[config.mk]
export PLATFORM = sky130hd
export DESIGN_NAME = bba_ctrl
export DESIGN_NICKNAME = d
export VERILOG_FILES = /design/src/hw/rtl/bba_pkg.sv /design/src/hw/rtl/bba_ctrl.sv
export SDC_FILE = /design/constraint.sdc
export NUM_CORES = 1
export LEC_CHECK = 0
export BUFFER_PORTS_ARGS = -buffer_cell sky130_fd_sc_hd__buf_2
export CAP_MARGIN = 20
export CORE_UTILIZATION = 50
export CTS_BUF_LIST = sky130_fd_sc_hd__clkbuf_8
export DETAILED_ROUTE_END_ITERATION = 8
export GPL_TIMING_DRIVEN = 1
export MAX_ROUTING_LAYER = met4
export PLACE_DENSITY = 0.71
export SLEW_MARGIN = 20
export SYNTH_ARGS = -nofsm -noshare
export SYNTH_HDL_FRONTEND = slang
export SYNTH_SLANG_ARGS = --single-unit
[constraint.sdc]
create_clock -name i_clk -period 2.2 [get_ports i_clk]
set_clock_uncertainty 0.05 [all_clocks]
set_input_delay 0.11 -clock i_clk [delete_from_list [all_inputs] [get_ports i_clk]]
set_output_delay 0.11 -clock i_clk [all_outputs]
set_load 0.03 [all_outputs]
[src/hw/rtl/bba_pkg.sv]
// Shared types, codes and default sizes for the buddy block allocator.
// Used by bba_ctrl, bba_datapath and buddy_block_allocator; no dependencies.
package bba_pkg;

    localparam int UNIT_TOTAL_DEF  = 8192;
    localparam int ORDER_COUNT_DEF = 9;
    localparam int TOP_ORDER_DEF   = 8;
    localparam int UNIT_SHIFT_DEF  = 16;

    localparam int ADDR_W = 48;
    localparam int SIZE_W = 25;
    localparam int CMD_W  = 2;
    localparam int STAT_W = 2;
    localparam int TBC_W  = 6;
    localparam int ORD_W  = 4;
    localparam int CFG_IW = 1;

    localparam logic [CMD_W-1:0] CMD_ALLOC = 2'd0;
    localparam logic [CMD_W-1:0] CMD_FREE  = 2'd1;
    localparam logic [CMD_W-1:0] CMD_INIT  = 2'd2;
    localparam logic [CMD_W-1:0] CMD_UNDEF = 2'd3;

    localparam logic [STAT_W-1:0] ST_OK   = 2'd0;
    localparam logic [STAT_W-1:0] ST_FAIL = 2'd1;
    localparam logic [STAT_W-1:0] ST_DONE = 2'd2;

    localparam logic [CFG_IW-1:0] REG_HEAP_BASE = 1'd0;
    localparam logic [CFG_IW-1:0] REG_TOP_COUNT = 1'd1;

    typedef struct packed {
        logic [CMD_W-1:0]  cmd;
        logic [SIZE_W-1:0] req_size;
        logic [ADDR_W-1:0] free_addr;
    } t_in;

    typedef struct packed {
        logic [ADDR_W-1:0] block_addr;
        logic [STAT_W-1:0] status;
    } t_out;

    // per-unit bookkeeping kept in the cleared memory
    typedef struct packed {
        logic             taken;
        logic [ORD_W-1:0] order;
        logic             link_ok;
    } t_meta;

    typedef enum logic [3:0] {
        OP_NONE   = 4'd0,
        OP_LATCH  = 4'd1,
        OP_CLEAR  = 4'd2,
        OP_AFIND  = 4'd3,
        OP_POP    = 4'd4,
        OP_SPLIT  = 4'd5,
        OP_FREE   = 4'd6,
        OP_FCHK   = 4'd7,
        OP_LOOP   = 4'd8,
        OP_BCHK   = 4'd9,
        OP_WALK   = 4'd10,
        OP_ABSORB = 4'd11,
        OP_PUSH   = 4'd12,
        OP_EMIT   = 4'd13
    } t_op;

    typedef struct packed {
        t_op op;
    } t_ctl;

    typedef struct packed {
        logic clr_last;
        logic a_fail;
        logic split_more;
        logic idx_bad;
        logic not_taken;
        logic loop_stop;
        logic b_stop;
        logic b_head;
        logic walk_end;
        logic walk_hit;
        logic out_free;
    } t_stat;

endpackage

[src/hw/rtl/bba_ctrl.sv]
// Sequencer for the buddy block allocator: one-hot state machine issuing datapath ops.
// Depends on bba_pkg.
module bba_ctrl (
    input  logic                       i_clk,
    input  logic                       i_rst_n,
    input  logic                       i_in_valid,
    input  logic [bba_pkg::CMD_W-1:0]  i_in_cmd,
    output logic                       o_in_ready,
    input  bba_pkg::t_stat             i_stat,
    output bba_pkg::t_ctl              o_ctl
);

    typedef enum logic [12:0] {
        S_CLEAR  = 13'b0000000000001,
        S_IDLE   = 13'b0000000000010,
        S_AFIND  = 13'b0000000000100,
        S_POP    = 13'b0000000001000,
        S_SPLIT  = 13'b0000000010000,
        S_FREE   = 13'b0000000100000,
        S_FCHK   = 13'b0000001000000,
        S_LOOP   = 13'b0000010000000,
        S_BCHK   = 13'b0000100000000,
        S_WALK   = 13'b0001000000000,
        S_ABSORB = 13'b0010000000000,
        S_PUSH   = 13'b0100000000000,
        S_DONE   = 13'b1000000000000
    } t_state;

    t_state r_state, n_state;
    logic   r_reply, n_reply;

    always_comb begin
        n_state    = r_state;
        n_reply    = r_reply;
        o_ctl.op   = bba_pkg::OP_NONE;
        o_in_ready = 1'b0;
        unique case (r_state)
            S_CLEAR: begin
                o_ctl.op = bba_pkg::OP_CLEAR;
                if (i_stat.clr_last) begin
                    n_state = r_reply ? S_DONE : S_IDLE;
                end
            end
            S_IDLE: begin
                o_in_ready = 1'b1;
                if (i_in_valid) begin
                    o_ctl.op = bba_pkg::OP_LATCH;
                    case (i_in_cmd)
                        bba_pkg::CMD_ALLOC: n_state = S_AFIND;
                        bba_pkg::CMD_FREE:  n_state = S_FREE;
                        bba_pkg::CMD_INIT: begin
                            n_state = S_CLEAR;
                            n_reply = 1'b1;
                        end
                        default:            n_state = S_DONE;
                    endcase
                end
            end
            S_AFIND: begin
                o_ctl.op = bba_pkg::OP_AFIND;
                n_state  = i_stat.a_fail ? S_DONE : S_POP;
            end
            S_POP: begin
                o_ctl.op = bba_pkg::OP_POP;
                n_state  = S_SPLIT;
            end
            S_SPLIT: begin
                o_ctl.op = bba_pkg::OP_SPLIT;
                if (!i_stat.split_more) begin
                    n_state = S_DONE;
                end
            end
            S_FREE: begin
                o_ctl.op = bba_pkg::OP_FREE;
                n_state  = i_stat.idx_bad ? S_DONE : S_FCHK;
            end
            S_FCHK: begin
                o_ctl.op = bba_pkg::OP_FCHK;
                n_state  = i_stat.not_taken ? S_DONE : S_LOOP;
            end
            S_LOOP: begin
                o_ctl.op = bba_pkg::OP_LOOP;
                n_state  = i_stat.loop_stop ? S_PUSH : S_BCHK;
            end
            S_BCHK: begin
                o_ctl.op = bba_pkg::OP_BCHK;
                if (i_stat.b_stop) begin
                    n_state = S_PUSH;
                end else if (i_stat.b_head) begin
                    n_state = S_ABSORB;
                end else begin
                    n_state = S_WALK;
                end
            end
            S_WALK: begin
                o_ctl.op = bba_pkg::OP_WALK;
                if (i_stat.walk_hit) begin
                    n_state = S_ABSORB;
                end else if (i_stat.walk_end) begin
                    n_state = S_PUSH;
                end
            end
            S_ABSORB: begin
                o_ctl.op = bba_pkg::OP_ABSORB;
                n_state  = S_LOOP;
            end
            S_PUSH: begin
                o_ctl.op = bba_pkg::OP_PUSH;
                n_state  = S_DONE;
            end
            S_DONE: begin
                if (i_stat.out_free) begin
                    o_ctl.op = bba_pkg::OP_EMIT;
                    n_state  = S_IDLE;
                    n_reply  = 1'b0;
                end
            end
            default: n_state = S_IDLE;
        endcase
    end

    always_ff @(posedge i_clk) begin
        if (!i_rst_n) begin
            r_state <= S_CLEAR;
            r_reply <= 1'b0;
        end else begin
            r_state <= n_state;
            r_reply <= n_reply;
        end
    end

endmodule

[Word level (Yosys, flattened, before mapping)]
Index checks and enable logic that the tools add are counted.
Operators by class
  multiplexer cells: 23
  eq/ne operators: 21
  reduce and logical (&&, ||, !) cells: 4
Operators by type and width (count)
  $pmux W13 S13: 1
  $mux W13: 10
  $pmux W4 S13: 1
  $pmux W13 S3: 1
  $mux W12: 2
  $eq A13 B1 Y1 const B: 1
  $eq A13 B10 Y1 const B: 1
  $eq A13 B11 Y1 const B: 1
  $eq A13 B12 Y1 const B: 1
  $eq A13 B13 Y1 const B: 1
  $eq A13 B2 Y1 const B: 1
  $eq A13 B3 Y1 const B: 1
  $eq A13 B4 Y1 const B: 1
  $eq A13 B5 Y1 const B: 1
  $eq A13 B6 Y1 const B: 1
  $eq A13 B7 Y1 const B: 1
  $eq A13 B8 Y1 const B: 1
  $eq A13 B9 Y1 const B: 1
  $mux W11: 1
  $ne A2 B2 Y1 const B: 5
  $mux W1: 5
  $reduce_and A5 Y1: 1
  $mux W4: 1
  $reduce_and A4 Y1: 1
  other kinds (6): 6
Word-level totals
  input bits: 16
  register bits: 14

[Depth between registers and ports, before layout]
  depth after elaboration: 4
  depth in mapped cells: 7
  mapped depth without buffers: 6

[Worst setup path before layout]
No wires, ideal clock.
  path kind: flip-flop to output port
  start: register r_state[5]
  end: output port o_ctl[1] (netlist name)
  arrival time: 1.746 ns
  data required time: 2.040 ns
  slack: 0.294 ns
  path buffers: 0
  cell stages (with the launch flop): 5
  path through: dfxtp_1 > or4_4 > or4_1 > o32a_1 > nand2_1
RTL lines
  from (decl): line bba_ctrl.sv:29  | t_state r_state, n_state;
  from (signal assigned): line bba_ctrl.sv:127  | r_state <= n_state;
  to (decl): line bba_ctrl.sv:10  | output bba_pkg::t_ctl o_ctl

==> reports/metrics.csv <==
metric,value,unit
CTS tree,yes,
PwrDens,524,nW/um^2
"commonest non-fill, non-tap cell in the layout",buf_2,
syn avg cell area,7.81,um^2
GRT Resource Usage Total,27.6,%
Crit path arrival time,2.02,ns
antenna violations before repair,0,
die width,50.1,um
Fill cells,190,
mapped cell area,1160,um^2
status,finished clean,
Tot Pwr,0.753,mW
drc violations,0,
WS Path Type,reg -> out,
WL/cell,16.4,um
total core area,2190,um^2
Place WS,0.152,ns
fin util,65.6,%
critical path capture point type,output pin,
vias per cell,6.14,
Worst Tran Pin Value,0.453,ns
Iter 0 DRT Violations,61,
WL met3,266,um
largest net degree at the start of global routing,11,
synthesized flop and latch total,14,
Synth warnings,0,
register area share after synthesis,24.2,%
Post-Route Setup TNS,0,ns
top_reg_cell synth,dfxtp_1,
# nets final,194,
Final Max Slew Viols,0,
Post-DP HPWL,2430,um
Overflow after GRT,0,
vias in the first global route,1133,
Sink Count,14,
DRT Pass-1 Iters,5,
post-synth net total,164,
Final Setup Violations,0,
clock tree buffer depth,2,
share of cells above drive strength 1,31.3,%
chip height,50.1,um
CTS Buf Count,3,
worst vdd ir,0.396,mV
CTS root buf,clkbuf_8,
Max Fclk,458,MHz
row count,17,
max cap viols,0,
fin crit period,2.18,ns
most frequent cells in the layout,"buf_2, buf_4, dfxtp_1",
RD Place Congestion,0.892,
Initial Util,52.8,%
period utilization,99.2,%
IO Pins,21,
Synth Instances,148,
port bufs,20,
Worst Hold Class,in -> reg,
Post-synth EDFFs,0,
WL met2,1700,um
first-pass GRT wire length,5090,um
Clock Latency Late Sink,0.24,ns
post-synth cell types,47,
Post-DRT Antenna Nets,0,
Critical Path Start Type,register,
Placed Cells,193,
Clock transition at path regs,0.06,ns
leakage,0.593,nW
fin cells,204,
via count,1253,
Routed Wire Length,3350,um
synth-to-layout area growth,24.4,%
crit path max fanout,7,
Metal-1 WL,1350,um
H-tree Lvls,1,
top layer in use,met4,
Relative slew margins,69.6,%
Post-synth ARST share,0,%
Final WS setup,0.0170,ns
DIE AREA,2510,um^2
"Req. time, crit path",2.04,ns
ANT cells,0,
Fin. Hold Viols,0,
[layer usage]
metal / up-vias / track usage [%]
met5: - / -
met4: 0 / 8.10
met3: 4 / 3.40
met2: 58 / 47.6
met1: 586 / 33.2
li1: 605 / -
[synth_stat cells, types with 2 or more instances]
master | instances | area share [%]
a21oi_1 | 3 | 1.3
clkbuf_1 | 5 | 1.6
nor2_1 | 9 | 2.9
o21ai_0 | 6 | 2.6
xor2_1 | 4 | 3.0
nor4_1 | 4 | 2.2
nor4b_1 | 3 | 2.3
nand4b_1 | 3 | 2.3
nand3_1 | 11 | 4.8
a31oi_1 | 4 | 2.2
dfxtp_1 | 14 | 24
nor2b_1 | 5 | 2.7
nand2_1 | 12 | 3.9
nand4_1 | 6 | 3.2
inv_1 | 4 | 1.3
nand3b_1 | 2 | 1.3
a21boi_0 | 3 | 1.9
xnor2_1 | 4 | 3.0
nand2b_1 | 4 | 2.2
and3_2 | 2 | 1.3
nor3_1 | 7 | 3.0
nor3b_1 | 2 | 1.3
nor4_4 | 2 | 3.7
o211a_1 | 2 | 1.7
or4_4 | 2 | 1.9
buf_2 | 4 | 1.7
[path summary, 6_finish.rpt]
kind	from	end	slack, ns	cells after the start
max	r_state[4]$_SDFFE_PN0P_	o_ctl[0]	0.02	6
min	i_in_cmd[0]	r_state[2]$_SDFFE_PN0P_	0.01	2
max reg2reg	r_state[4]$_SDFFE_PN0P_	r_state[12]$_SDFFE_PN0P_	0.12	7
min reg2reg	r_reply$_SDFFE_PN0P_	r_reply$_SDFFE_PN0P_	0.50	1
[what timing repair did]
item                       4_1_cts  5_1_grt
cloned                           0        0
gates resized for setup          1       11
hold buffers                     2        0
pin swaps                        2        5
hold endpoints to repair         2        0
setup buffers                    3        3
setup endpoints to repair        3        4
[worst max-delay path: stages (launching register included)]
cell and delay (ns):
dfxtp_2 0.37, buf_4 0.17, nor4_4 0.39, nand4b_1 0.25, or2_4 0.32, nand4_1 0.09, clkbuf_4 0.19
[sequential cells by signal (all words and copies together), names as in the netlist]
name	count
r_reply	1
r_state	13
[stage by stage]
step | cell area (um^2) | hold slack, ns
floorplan | 1160 | 0.136
global placement | 1300 | 0.239
detailed placement | 1300 | 0.241
CTS | 1380 | 0.0103
global route | 1440 | 0.0202
finish | 1440 | 0.0127
[layout make-up]
cell class / count / area, um^2 / share of cell area (%)
well taps: 28 / 35.0 / 2.44
clock buffers: 3 / 41.3 / 2.87
flip-flops and latches: 14 / 282 / 19.6
inverters: 4 / 15.0 / 1.04
repair buffers: 36 / 239 / 16.6
multi-input cells: 119 / 826 / 57.4
[kinds of logic after synthesis]
logic type                count (synthesis)  share of synthesized area, %
and+or+nand+nor                          84                          46.5
AOI/OAI and AO/OA                        27                          17.1
buffers and inverters                    15                          6.06
DFF                                      14                          24.2
xor gates and xnor gates                  8                          6.06
[power breakdown]
group	switching (mW)	leakage (nW)	internal [mW]
Clock	0.0946	0.0216	0.121
Combinational	0.132	0.458	0.123
Sequential	0.0199	0.114	0.263
(Power assumes the default switching activity.)
